`src/rtl/assert_macros.svh`:
```
// Assertion helpers shared by the RTL.
`ifndef ASSERT_MACROS_SVH
`define ASSERT_MACROS_SVH

// Clocked check, disabled while reset is asserted.
`define ASSERT_AR(lbl, clk, rst_n, prop, msg) \
  lbl: assert property (@(posedge clk) disable iff (!rst_n) (prop)) else $error(msg);

// Clocked check, active during and after reset.
`define ASSERT_ALWAYS(lbl, clk, prop, msg) \
  lbl: assert property (@(posedge clk) (prop)) else $error(msg);

`endif

```
`src/rtl/fcpd_pkg.sv`:
```
// ----------------------------------------------------------------------------
// fcpd_pkg
// Shared types and constants of the face-centering PD tracker.
// ----------------------------------------------------------------------------
package fcpd_pkg;

  localparam int FRAC_BITS = 8;
  localparam int GAIN_FRAC = 12;
  localparam int RND_SHIFT = GAIN_FRAC - FRAC_BITS;

  // width of the PD datapath: 11b error x 16b gain plus 12b delta x 16b gain
  localparam int PD_W = 29;

  localparam logic signed [PD_W-1:0] RND_HALF  = PD_W'(1 << (RND_SHIFT - 1));
  localparam logic signed [PD_W-1:0] HORIZ_MIN = PD_W'(-250 * (1 << FRAC_BITS));
  localparam logic signed [PD_W-1:0] HORIZ_MAX = PD_W'(250 * (1 << FRAC_BITS));
  localparam logic signed [PD_W-1:0] VERT_MIN  = PD_W'(175 * (1 << FRAC_BITS));
  localparam logic signed [PD_W-1:0] VERT_MAX  = PD_W'(350 * (1 << FRAC_BITS));

  localparam logic [16:0] VERT_RESET = 17'(200 * (1 << FRAC_BITS));

  localparam logic [9:0] CENTER_X_RESET = 10'd160;
  localparam logic [9:0] CENTER_Y_RESET = 10'd120;
  localparam logic [7:0] DEAD_BAND_RESET = 8'd10;
  localparam logic [7:0] RELEASE_BAND_RESET = 8'd16;

  typedef enum logic [2:0] {
    REG_GAIN_P       = 3'd0,
    REG_GAIN_D       = 3'd1,
    REG_CENTER_X     = 3'd2,
    REG_CENTER_Y     = 3'd3,
    REG_DEAD_BAND    = 3'd4,
    REG_RELEASE_BAND = 3'd5
  } fcpd_reg_e;

endpackage

```
`src/rtl/face_centering_pd_tracker_top.sv`:
```
// ----------------------------------------------------------------------------
// face_centering_pd_tracker_top - PD face tracker with center lock
// Registers: input register, then result register; a stalled output holds the word in the input register.
// Throughput: one word per cycle while out_ready_i accepts; the PD step and state update run in one pass.
// Reset: async active low; gains 0, lock off, targets 0 mm / 200 mm.
// ----------------------------------------------------------------------------
`include "assert_macros.svh"

module face_centering_pd_tracker_top (
  input  logic               clk_i,
  input  logic               rst_ni,
  // configuration
  input  logic               psel,
  input  logic               penable,
  input  logic               pwrite,
  input  logic [4:0]         paddr,
  input  logic [31:0]        pwdata,
  output logic [31:0]        prdata,
  output logic               pready,
  // detection in
  input  logic               in_valid_i,
  output logic               in_ready_o,
  input  logic [7:0]         face_count_i,
  input  logic [9:0]         pos_x_i,
  input  logic [9:0]         pos_y_i,
  // targets out
  output logic               out_valid_o,
  input  logic               out_ready_i,
  output logic signed [16:0] target_horiz_o,
  output logic [16:0]        target_vert_o,
  output logic               moved_o,
  output logic               center_locked_o
);

  localparam int W = fcpd_pkg::PD_W;

  // configuration registers
  logic signed [15:0] gain_p_q, gain_d_q;
  logic [9:0]         center_x_q, center_y_q;
  logic [7:0]         dead_band_q, release_band_q;

  fcpd_pkg::fcpd_reg_e reg_idx;
  logic                cfg_we;

  assign pready  = 1'b1;
  assign reg_idx = fcpd_pkg::fcpd_reg_e'(paddr[4:2]);
  assign cfg_we  = psel && penable && pwrite;

  always_ff @(posedge clk_i or negedge rst_ni) begin
    if (!rst_ni) begin
      gain_p_q       <= '0;
      gain_d_q       <= '0;
      center_x_q     <= fcpd_pkg::CENTER_X_RESET;
      center_y_q     <= fcpd_pkg::CENTER_Y_RESET;
      dead_band_q    <= fcpd_pkg::DEAD_BAND_RESET;
      release_band_q <= fcpd_pkg::RELEASE_BAND_RESET;
    end else if (cfg_we) begin
      case (reg_idx)
        fcpd_pkg::REG_GAIN_P:       gain_p_q       <= pwdata[15:0];
        fcpd_pkg::REG_GAIN_D:       gain_d_q       <= pwdata[15:0];
        fcpd_pkg::REG_CENTER_X:     center_x_q     <= pwdata[9:0];
        fcpd_pkg::REG_CENTER_Y:     center_y_q     <= pwdata[9:0];
        fcpd_pkg::REG_DEAD_BAND:    dead_band_q    <= pwdata[7:0];
        fcpd_pkg::REG_RELEASE_BAND: release_band_q <= pwdata[7:0];
        default: ;
      endcase
    end
  end

  always_comb begin
    case (reg_idx)
      fcpd_pkg::REG_GAIN_P:       prdata = {16'b0, gain_p_q};
      fcpd_pkg::REG_GAIN_D:       prdata = {16'b0, gain_d_q};
      fcpd_pkg::REG_CENTER_X:     prdata = {22'b0, center_x_q};
      fcpd_pkg::REG_CENTER_Y:     prdata = {22'b0, center_y_q};
      fcpd_pkg::REG_DEAD_BAND:    prdata = {24'b0, dead_band_q};
      fcpd_pkg::REG_RELEASE_BAND: prdata = {24'b0, release_band_q};
      default:                    prdata = '0;
    endcase
  end

  // input register
  logic       in_valid_q;
  logic [7:0] face_count_q;
  logic [9:0] pos_x_q, pos_y_q;
  logic       out_valid_q;
  logic       adv;

  assign adv        = in_valid_q && (!out_valid_q || out_ready_i);
  assign in_ready_o = !in_valid_q || adv;

  always_ff @(posedge clk_i or negedge rst_ni) begin
    if (!rst_ni) begin
      in_valid_q <= 1'b0;
    end else if (in_ready_o) begin
      in_valid_q <= in_valid_i;
    end
  end

  always_ff @(posedge clk_i) begin
    if (in_ready_o && in_valid_i) begin
      face_count_q <= face_count_i;
      pos_x_q      <= pos_x_i;
      pos_y_q      <= pos_y_i;
    end
  end

  // tracker state
  logic               lock_q;
  logic signed [10:0] prev_x_q, prev_y_q;
  logic signed [16:0] horiz_acc_q;
  logic [16:0]        vert_acc_q;
  logic               moved_q;

  function automatic logic [9:0] abs_err(input logic signed [10:0] e);
    logic signed [10:0] n;
    n = -e;
    return e[10] ? n[9:0] : e[9:0];
  endfunction

  logic signed [10:0] ex_raw, ey_raw, ex, ey;
  logic               rel_ok, dead, detect;
  logic signed [11:0] dx, dy;
  logic signed [W-1:0] mpx, mdx, mpy, mdy, sum_x, sum_y, stp_x, stp_y;
  logic signed [W-1:0] new_h, new_v;
  logic signed [16:0]  horiz_d;
  logic [16:0]         vert_d;

  always_comb begin
    detect = face_count_q != 8'd0;
    ex_raw = $signed({1'b0, center_x_q}) - $signed({1'b0, pos_x_q});
    ey_raw = $signed({1'b0, center_y_q}) - $signed({1'b0, pos_y_q});
    rel_ok = lock_q && (abs_err(ex_raw) <= {2'b0, release_band_q})
                    && (abs_err(ey_raw) <= {2'b0, release_band_q});
    ex     = rel_ok ? '0 : ex_raw;
    ey     = rel_ok ? '0 : ey_raw;
    dead   = (abs_err(ex) <= {2'b0, dead_band_q}) && (abs_err(ey) <= {2'b0, dead_band_q});

    dx    = {ex[10], ex} - {prev_x_q[10], prev_x_q};
    dy    = {ey[10], ey} - {prev_y_q[10], prev_y_q};
    mpx   = W'(ex) * W'(gain_p_q);
    mdx   = W'(dx) * W'(gain_d_q);
    mpy   = W'(ey) * W'(gain_p_q);
    mdy   = W'(dy) * W'(gain_d_q);
    sum_x = mpx + mdx + fcpd_pkg::RND_HALF;
    sum_y = mpy + mdy + fcpd_pkg::RND_HALF;
    stp_x = sum_x >>> fcpd_pkg::RND_SHIFT;
    stp_y = sum_y >>> fcpd_pkg::RND_SHIFT;

    new_h = W'(horiz_acc_q) + stp_x;
    new_v = $signed({{(W-17){1'b0}}, vert_acc_q}) + stp_y;

    if (new_h < fcpd_pkg::HORIZ_MIN) begin
      horiz_d = 17'(fcpd_pkg::HORIZ_MIN);
    end else if (new_h > fcpd_pkg::HORIZ_MAX) begin
      horiz_d = 17'(fcpd_pkg::HORIZ_MAX);
    end else begin
      horiz_d = new_h[16:0];
    end

    if (new_v < fcpd_pkg::VERT_MIN) begin
      vert_d = 17'(fcpd_pkg::VERT_MIN);
    end else if (new_v > fcpd_pkg::VERT_MAX) begin
      vert_d = 17'(fcpd_pkg::VERT_MAX);
    end else begin
      vert_d = new_v[16:0];
    end
  end

  always_ff @(posedge clk_i or negedge rst_ni) begin
    if (!rst_ni) begin
      lock_q      <= 1'b0;
      prev_x_q    <= '0;
      prev_y_q    <= '0;
      horiz_acc_q <= '0;
      vert_acc_q  <= fcpd_pkg::VERT_RESET;
      moved_q     <= 1'b0;
      out_valid_q <= 1'b0;
    end else begin
      if (adv) begin
        out_valid_q <= 1'b1;
        moved_q     <= detect && !dead;
        if (detect) begin
          lock_q <= dead;
          if (dead) begin
            prev_x_q <= '0;
            prev_y_q <= '0;
          end else begin
            prev_x_q    <= ex;
            prev_y_q    <= ey;
            horiz_acc_q <= horiz_d;
            vert_acc_q  <= vert_d;
          end
        end
      end else if (out_ready_i) begin
        out_valid_q <= 1'b0;
      end
    end
  end

  // the state only changes when a word moves into the free result slot,
  // so the state registers are the result fields
  assign out_valid_o     = out_valid_q;
  assign target_horiz_o  = horiz_acc_q;
  assign target_vert_o   = vert_acc_q;
  assign moved_o         = moved_q;
  assign center_locked_o = lock_q;

  `ASSERT_AR(a_horiz_range, clk_i, rst_ni,
             W'(horiz_acc_q) >= fcpd_pkg::HORIZ_MIN && W'(horiz_acc_q) <= fcpd_pkg::HORIZ_MAX,
             "horizontal target out of range")
  `ASSERT_AR(a_vert_range, clk_i, rst_ni,
             vert_acc_q >= 17'(fcpd_pkg::VERT_MIN) && vert_acc_q <= 17'(fcpd_pkg::VERT_MAX),
             "vertical target out of range")
  `ASSERT_AR(a_moved_unlocked, clk_i, rst_ni, out_valid_q && moved_q |-> !lock_q,
             "moved while center lock held")
  `ASSERT_AR(a_state_hold, clk_i, rst_ni,
             !adv |=> $stable(horiz_acc_q) && $stable(vert_acc_q) && $stable(lock_q),
             "tracker state changed without an accepted word")

endmodule

```
`config.mk`:
```
export PLATFORM = sky130hd
export DESIGN_NAME = face_centering_pd_tracker_top
export DESIGN_NICKNAME = d
export VERILOG_FILES = /design/src/rtl/fcpd_pkg.sv /design/src/rtl/face_centering_pd_tracker_top.sv
export VERILOG_INCLUDE_DIRS = /design/src /design/src/rtl
export SDC_FILE = /design/constraint.sdc
export NUM_CORES = 2
export LEC_CHECK = 0
export BUFFER_PORTS_ARGS = -buffer_cell sky130_fd_sc_hd__buf_4
export CAP_MARGIN = 40
export CORE_ASPECT_RATIO = 0.6
export CORE_UTILIZATION = 41
export CTS_CLUSTER_SIZE = 10
export DETAILED_ROUTE_END_ITERATION = 6
export SYNTH_ARGS = -nofsm -noshare
export SYNTH_HDL_FRONTEND = slang
export SYNTH_SLANG_ARGS = --single-unit
```
`constraint.sdc`:
```
create_clock -name clk_i -period 14 [get_ports clk_i]
set_clock_uncertainty 0.05 [all_clocks]
set_input_delay 0 -clock clk_i [delete_from_list [all_inputs] [get_ports clk_i]]
set_output_delay 0 -clock clk_i [all_outputs]
set_load 0.1 [all_outputs]
```
==> Word level (Yosys, flattened, before mapping) <==
Index checks and enable logic that the tools add are counted.
Widths: inputs -> output; s select.
{ "op_classes": {"n_addsub": 14, "n_mul": 4, "order_cmp": 8, "eq_ne": 5, "muxes": 15, "bitwise": 1, "n_reduce_logical": 24} }
{ "op_table": {"columns": ["op", "count"], "rows": [
  ["$pmux 16 s6", 1],
  ["$mux 17", 4],
  ["$add 27x28->29", 2],
  ["$add 29x5->29 const B", 2],
  ["$mul 12x16->28", 2],
  ["$mul 11x16->27", 2],
  ["$lt 26x17->1 const B", 2],
  ["$mux 11", 4],
  ["$le 10x8->1", 4],
  ["$mux 10", 4],
  ["$neg 10->10", 4],
  ["$add 17x25->26", 1],
  ["$add 18x25->26", 1],
  ["$gt 26x17->1 const B", 1],
  ["$gt 26x18->1 const B", 1],
  ["$sub 11x11->12", 2],
  ["$sub 10x10->11", 2],
  ["$reduce_and 2->1", 7],
  ["$logic_and 1x1->1", 8],
  ["$reduce_bool 8->1", 1],
  ["$eq 3x2->1 const B", 2],
  ["$eq 3x3->1 const B", 2],
  ["$eq 3x1->1 const B", 1],
  ["$logic_not 1->1", 3],
  ["6 further kinds", 8]
]} }
{ "word_totals": {"regBits": 156, "in_bits": 72, "output_inout_bits": 71} }

==> Depth between registers and ports, before layout <==
{ "depth": {"word_depth": 15, "depth_mapped": 74, "mapped_depth_nobuf": 70} }

==> Worst setup path after synthesis <==
No wires, ideal clock.
{ "synth_timing": {"path_type": "register to register", "from": "register center_y_q[3]", "to": "register horiz_acc_q[2], in the netlist target_horiz_o[2]", "setup_time_ps": 122, "t_arrival_ps": 14937, "setup_slack_ps": -1109, "path_stages_with_launch": 66, "path_buffers": 5, "cell_sequence": "dfstp_2 ha_1 clkbuf_1 a21oi_1 a211oi_1 a2111oi_0 o21bai_1 clkbuf_1 nor3_1 nor2_1 ha_1 a211oi_1 o221a_2 o21ai_0 a211oi_1 mux2i_1 nand4bb_1 buf_4 (+30 left out) a2111oi_0 nand2b_1 a31o_2 a211oi_1 nor2_1 ha_1 a21o_1 a221o_1 a31o_2 a211oi_1 nor3b_1 a221o_1 a21oi_1 xnor2_1 nor3_1 a221oi_1 nor2_1 a22o_1"} }
{ "synth_between": {"elab_chain_cells": 14, "elab_cells_between_ends": 26} }
{ "synth_rtl": {"columns": ["element", "line", "rtl"], "rows": [
  ["start: declaration", "face_centering_pd_tracker_top.sv:39", "logic [9:0] center_x_q, center_y_q;"],
  ["start signal: assignment", "face_centering_pd_tracker_top.sv:54", "center_y_q <= fcpd_pkg::CENTER_Y_RESET;"],
  ["start signal: assignment", "face_centering_pd_tracker_top.sv:62", "fcpd_pkg::REG_CENTER_Y: center_y_q <= pwdata[9:0];"],
  ["$sub 10x10->11 (*)", "face_centering_pd_tracker_top.sv:132", "ey_raw = $signed({1'b0, center_y_q}) - $signed({1'b0, pos_y_q});"],
  ["$neg 10->10", "face_centering_pd_tracker_top.sv:117", "n = -e;"],
  ["$mux 10", "face_centering_pd_tracker_top.sv:118", "return e[10] ? n[9:0] : e[9:0];"],
  ["$le 10x8->1", "face_centering_pd_tracker_top.sv:134", "&& (abs_err(ey_raw) <= {2'b0, release_band_q});"],
  ["$logic_and 1x1->1", "face_centering_pd_tracker_top.sv:134", null],
  ["$mux 11", "face_centering_pd_tracker_top.sv:135", "ex = rel_ok ? '0 : ex_raw;"],
  ["$sub 11x11->12", "face_centering_pd_tracker_top.sv:139", "dx = {ex[10], ex} - {prev_x_q[10], prev_x_q};"],
  ["$mul 12x16->28", "face_centering_pd_tracker_top.sv:142", "mdx = W'(dx) * W'(gain_d_q);"],
  ["$add 27x28->29", "face_centering_pd_tracker_top.sv:145", "sum_x = mpx + mdx + fcpd_pkg::RND_HALF;"],
  ["$add 29x5->29", "face_centering_pd_tracker_top.sv:145", null],
  ["$add 17x25->26", "face_centering_pd_tracker_top.sv:150", "new_h = W'(horiz_acc_q) + stp_x;"],
  ["$gt 26x17->1", "face_centering_pd_tracker_top.sv:155", "end else if (new_h > fcpd_pkg::HORIZ_MAX) begin"],
  ["$mux 17", "face_centering_pd_tracker_top.sv:155", null],
  ["$mux 17", "face_centering_pd_tracker_top.sv:153", "if (new_h < fcpd_pkg::HORIZ_MIN) begin"],
  ["end signal: assignment", "face_centering_pd_tracker_top.sv:191", "horiz_acc_q <= horiz_d;"],
  ["end: declaration", "face_centering_pd_tracker_top.sv:111", "logic signed [16:0] horiz_acc_q;"]
]} }
Mark *: on every way between the ends. The rest lies on a longest branch, timed or not.
A chain may end at the register's enable or synchronous reset.

==> Final worst setup path <==
{ "layout_timing": {"from": "register center_x_q[0]", "to": "register horiz_acc_q[7], in the netlist target_horiz_o[7]"} }
{ "layout_between": {"elab_chain_cells": 15, "elab_cells_between_ends": 27} }
{ "layout_rtl": {"columns": ["element", "line", "rtl"], "rows": [
  ["start: declaration", "face_centering_pd_tracker_top.sv:39", null],
  ["start signal: assignment", "face_centering_pd_tracker_top.sv:53", "center_x_q <= fcpd_pkg::CENTER_X_RESET;"],
  ["start signal: assignment", "face_centering_pd_tracker_top.sv:61", "fcpd_pkg::REG_CENTER_X: center_x_q <= pwdata[9:0];"],
  ["$sub 10x10->11 (*)", "face_centering_pd_tracker_top.sv:131", "ex_raw = $signed({1'b0, center_x_q}) - $signed({1'b0, pos_x_q});"],
  ["$neg 10->10", "face_centering_pd_tracker_top.sv:117", null],
  ["$mux 10", "face_centering_pd_tracker_top.sv:118", null],
  ["$le 10x8->1", "face_centering_pd_tracker_top.sv:133", "rel_ok = lock_q && (abs_err(ex_raw) <= {2'b0, release_band_q})"],
  ["$logic_and 1x1->1", "face_centering_pd_tracker_top.sv:133", null],
  ["$logic_and 1x1->1", "face_centering_pd_tracker_top.sv:134", null],
  ["$mux 11", "face_centering_pd_tracker_top.sv:135", null],
  ["$sub 11x11->12", "face_centering_pd_tracker_top.sv:139", null],
  ["$mul 12x16->28", "face_centering_pd_tracker_top.sv:142", null],
  ["$add 27x28->29", "face_centering_pd_tracker_top.sv:145", null],
  ["$add 29x5->29", "face_centering_pd_tracker_top.sv:145", null],
  ["$add 17x25->26", "face_centering_pd_tracker_top.sv:150", null],
  ["$gt 26x17->1", "face_centering_pd_tracker_top.sv:155", null],
  ["$mux 17", "face_centering_pd_tracker_top.sv:155", null],
  ["$mux 17", "face_centering_pd_tracker_top.sv:153", null]
]} }
Marks and branches as above.

==> results.md <==
| Parameter | This run | Unit |
| --- | --- | --- |
| Run status | complete, but fails checks | - |
| Violated checks | setup timing | - |
| Register-to-register setup slack | -0.39 | ns |
| Average cell area after synthesis | 9.201 | um2 |
| Total negative slack for setup checks | -10.29 | ns |
| RSZ-0062 raised after global routing | yes | - |
| Final Setup Violations | 33 | - |
| Startpoint type of the worst setup path | register | - |
| Clock transition at the register clock pins on the worst setup and hold paths after CTS | 0.07 | ns |
| Number of maximum-capacitance violations | 0 | - |
| Most frequent CP cell | sky130_fd_sc_hd__buf_4 | - |
| Share of the clock period used by the worst path after layout | 1.028 | - |
| Number of warning messages in the yosys log | 0 | - |
| Maximum cell stage delay along the critical path | 0.56 | ns |
| Pins Over Slew Limit | 0 | - |
| Arrival time at the worst endpoint | 14.72 | ns |
| Syn Std Cell Area | 39290 | um2 |
| Area growth syn-to-layout | 18.37 | % |
| Final critical-path setup slack | -0.3851 | ns |
| Core outline area | 94380 | um2 |
| Sequential fraction of the synthesis area | 0.1033 | - |
| Launching point of the worst reg2reg path | center_x_q[0] | - |
| Grt total ovfl | 0 | - |
| Count of distinct cell types in the synthesized netlist | 95 | - |
| Total DRC errors in the routed layout | 0 | - |
| Most frequent standard cell in the layout excluding fill and tap cells | sky130_fd_sc_hd__inv_1 | - |
| Class of the most critical setup path | register to register | - |
| Initial antenna violation count | 3 | - |
| Setup crit end kind | register | - |
| Die width | 401.6 | um |
| Clock tree root buffer cell | sky130_fd_sc_hd__clkbuf_16 | - |
| Critical path startpoint | center_x_q[0] | - |
| Routed vias/inst | 5.056 | - |
| Worst min-delay path category | input port to async pin | - |
| Data required time at the worst endpoint | 14.34 | ns |
| Endpoint of the lowest-slack register-to-register path | target_horiz_o[7] | - |
| Ys async rst share | 0.8205 | - |
| First-pass GRT wire length | 179.1 | mm |
| Global-route usage over all layers | 0.2359 | - |
| Number of flops mapped to enable cells by yosys | 28 | - |
| Total Wirelength | 111.0 | mm |
| First drt pass iteration count | 5 | - |
| Clock sinks | 156 | - |
| Actual transition at the worst max-transition pin | 0.9062 | ns |
| Fin nets | 5890 | - |
| RD Place Congestion | 0.9402 | - |
| Via count of the first global-routing pass | 31730 | - |
| Worst-skew pair later-pin latency | 0.51 | ns |
| Number of vias in the routed layout | 30250 | - |
| Number of standard-cell rows in the floorplan | 87 | - |
| Worst-case clock buffer depth | 2 | - |
| Flip-flop and latch count after synthesis | 156 | - |
| Top fanout value on the critical path | 5 | - |
| Max frequency | 0.06952 | GHz |
| Most used DFF post-synth | sky130_fd_sc_hd__dfrtp_1 | - |
| Initial core utilization | 0.4163 | - |
| Overall die height | 241.8 | um |
| Commonest non-fill, non-tap cells in the layout | sky130_fd_sc_hd__inv_1 (944), sky130_fd_sc_hd__fa_1 (801), sky130_fd_sc_hd__buf_4 (537) | - |
| Pin count of the biggest net entering global routing | 69 | - |
| Average detailed-routed wire length per instance | 18.56 | um |
| Htree depth | 4 | - |
| Period minus WS final | 14.39 | ns |
| Relative slew slack | 0.3958 | - |
| Number of placed I/O pins | 143 | - |
| Max stage delay cell, worst path | sky130_fd_sc_hd__fa_1 | - |
| Number of standard cells after synthesis | 4270 | - |
| IO buf count | 107 | - |
| Final HPWL DP | 91.68 | mm |
| Clock tree from TritonCTS | yes | - |
| Count of endpoints failing hold in the final timing report | 0 | - |
| Final antenna-violating net count | 0 | - |
| Initial drt markers | 2308 | - |
| Number of cells traversed by the worst register-to-register path | 76 | - |
| Share of layout cells above drive strength 1 | 0.1789 | - |
| Total Die Area | 97110 | um2 |
| TritonCTS buffer count | 17 | - |
how the worst max path moves through the flow:
stage / endpoint / slack, ns
6_report: target_horiz_o[7] / -0.39
5_1_grt: target_horiz_o[5] / -1.03
4_1_cts: target_horiz_o[5] / -0.31
2_1_floorplan: target_horiz_o[0] / 0.004
3_5_place_dp: target_horiz_o[9] / -0.57
3_3_place_gp: target_horiz_o[9] / -0.40
flip-flops by register name (all words and copies together) (netlist names):
register,count
center_x_q,10
pos_y_q,10
gain_p_q,16
face_count_q,8
target_vert_o,17
prev_x_q,11
moved_o,1
in_valid_q,1
center_y_q,10
prev_y_q,11
center_locked_o,1
release_band_q,8
dead_band_q,8
target_horiz_o,17
pos_x_q,10
out_valid_o,1
gain_d_q,16
per-layer routing:
layer	part of all wire	global-route usage
met1	0.49	0.3646
met2	0.41	0.3370
met3	0.094	0.05569
met4	0.011	0.03629
met5	0.00012	0
final cells by class:
type                       instances  area [um2]
antenna                            3       7.507
inverter                         951        3570
tap                             1246        1559
clock inverter                    13       122.6
multi-input combinational       2989       31870
fill                            8730       47870
sequential                       156        4059
timing repair buffer             607        4851
clock buffer                      19       464.2
repair_timing:
action | in CTS | in global routing
endpoints found under the setup margin | 34 | 34
endpoints found under the hold margin | 172 | 0
hold buffers | 52 | 0
buffers inserted | 29 | 28
resized for setup | 50 | 119
cloned | 2 | 1
pin swaps | 52 | 103
critical path: cells and delay by family, from the launching register on:
family | cells | cell delay, ns
adder cells (fa/ha/maj) | 13 | 4.87
AO/OA/AOI/OAI | 19 | 4.04
buffers and inverters | 22 | 2.11
AND/OR/NAND/NOR | 17 | 2.05
XOR/XNOR | 4 | 0.61
flip-flops | 1 | 0.39
multiplexers | 1 | 0.15
cell usage after synthesis (all sizes together), types with 20 or more instances:
| cell | n | share of area |
|---|---|---|
| inv | 951 | 0.091 |
| fa | 808 | 0.41 |
| nand2 | 507 | 0.049 |
| ha | 288 | 0.092 |
| nor2 | 183 | 0.017 |
| clkbuf | 168 | 0.016 |
| and2 | 140 | 0.022 |
| dfrtp | 116 | 0.074 |
| and3 | 104 | 0.017 |
| xnor2 | 99 | 0.022 |
| o21ai | 91 | 0.012 |
| a21oi | 88 | 0.011 |
| nand2b | 81 | 0.013 |
| a21o | 59 | 0.011 |
| mux2 | 55 | 0.016 |
| xor2 | 49 | 0.011 |
| or3 | 36 | 0.0059 |
| nor2b | 34 | 0.0054 |
| a22o | 33 | 0.0074 |
| nor3 | 32 | 0.0041 |
| edfxtp | 28 | 0.021 |
| mux2i | 27 | 0.0070 |
| buf | 22 | 0.0040 |
| o21a | 22 | 0.0042 |
| a211oi | 20 | 0.0039 |
logic make-up (layout without fill, tap and decap cells):
family          after synthesis  in the layout  share of synthesized area
mux                          84             84                    0.02388
buf+inv                    1141           1590                     0.1110
other cells                   2             20                  0.0001911
xor+xnor                    148            148                    0.03299
simple gates               1202           1203                     0.1479
compound gates              441            441                    0.07739
fa+ha+maj                  1096           1096                     0.5034
flops                       156            156                     0.1033
metrics by stage:
| stage | hold slack [ns] | utilization | std cells | setup slack [ns] | area (um2) |
|---|---|---|---|---|---|
| after CTS | 0.004836 | 0.4850 | 5953 | -0.3134 | 45770 |
| final | 0.01986 | 0.4928 | 5984 | -0.3851 | 46510 |
| after floorplan | -0.3456 | - | 4285 | 0.003825 | 39690 |
| after global placement | 0.002543 | 0.4678 | 5834 | -0.3960 | 44150 |
| after detailed placement | -0.002256 | 0.4689 | 5839 | -0.5652 | 44250 |
| after global routing | 0.06818 | 0.4927 | 5982 | -1.028 | 46500 |
Power is not shown: default switching activity piles up to over one toggle a cycle in this logic, so the estimate is an artifact.
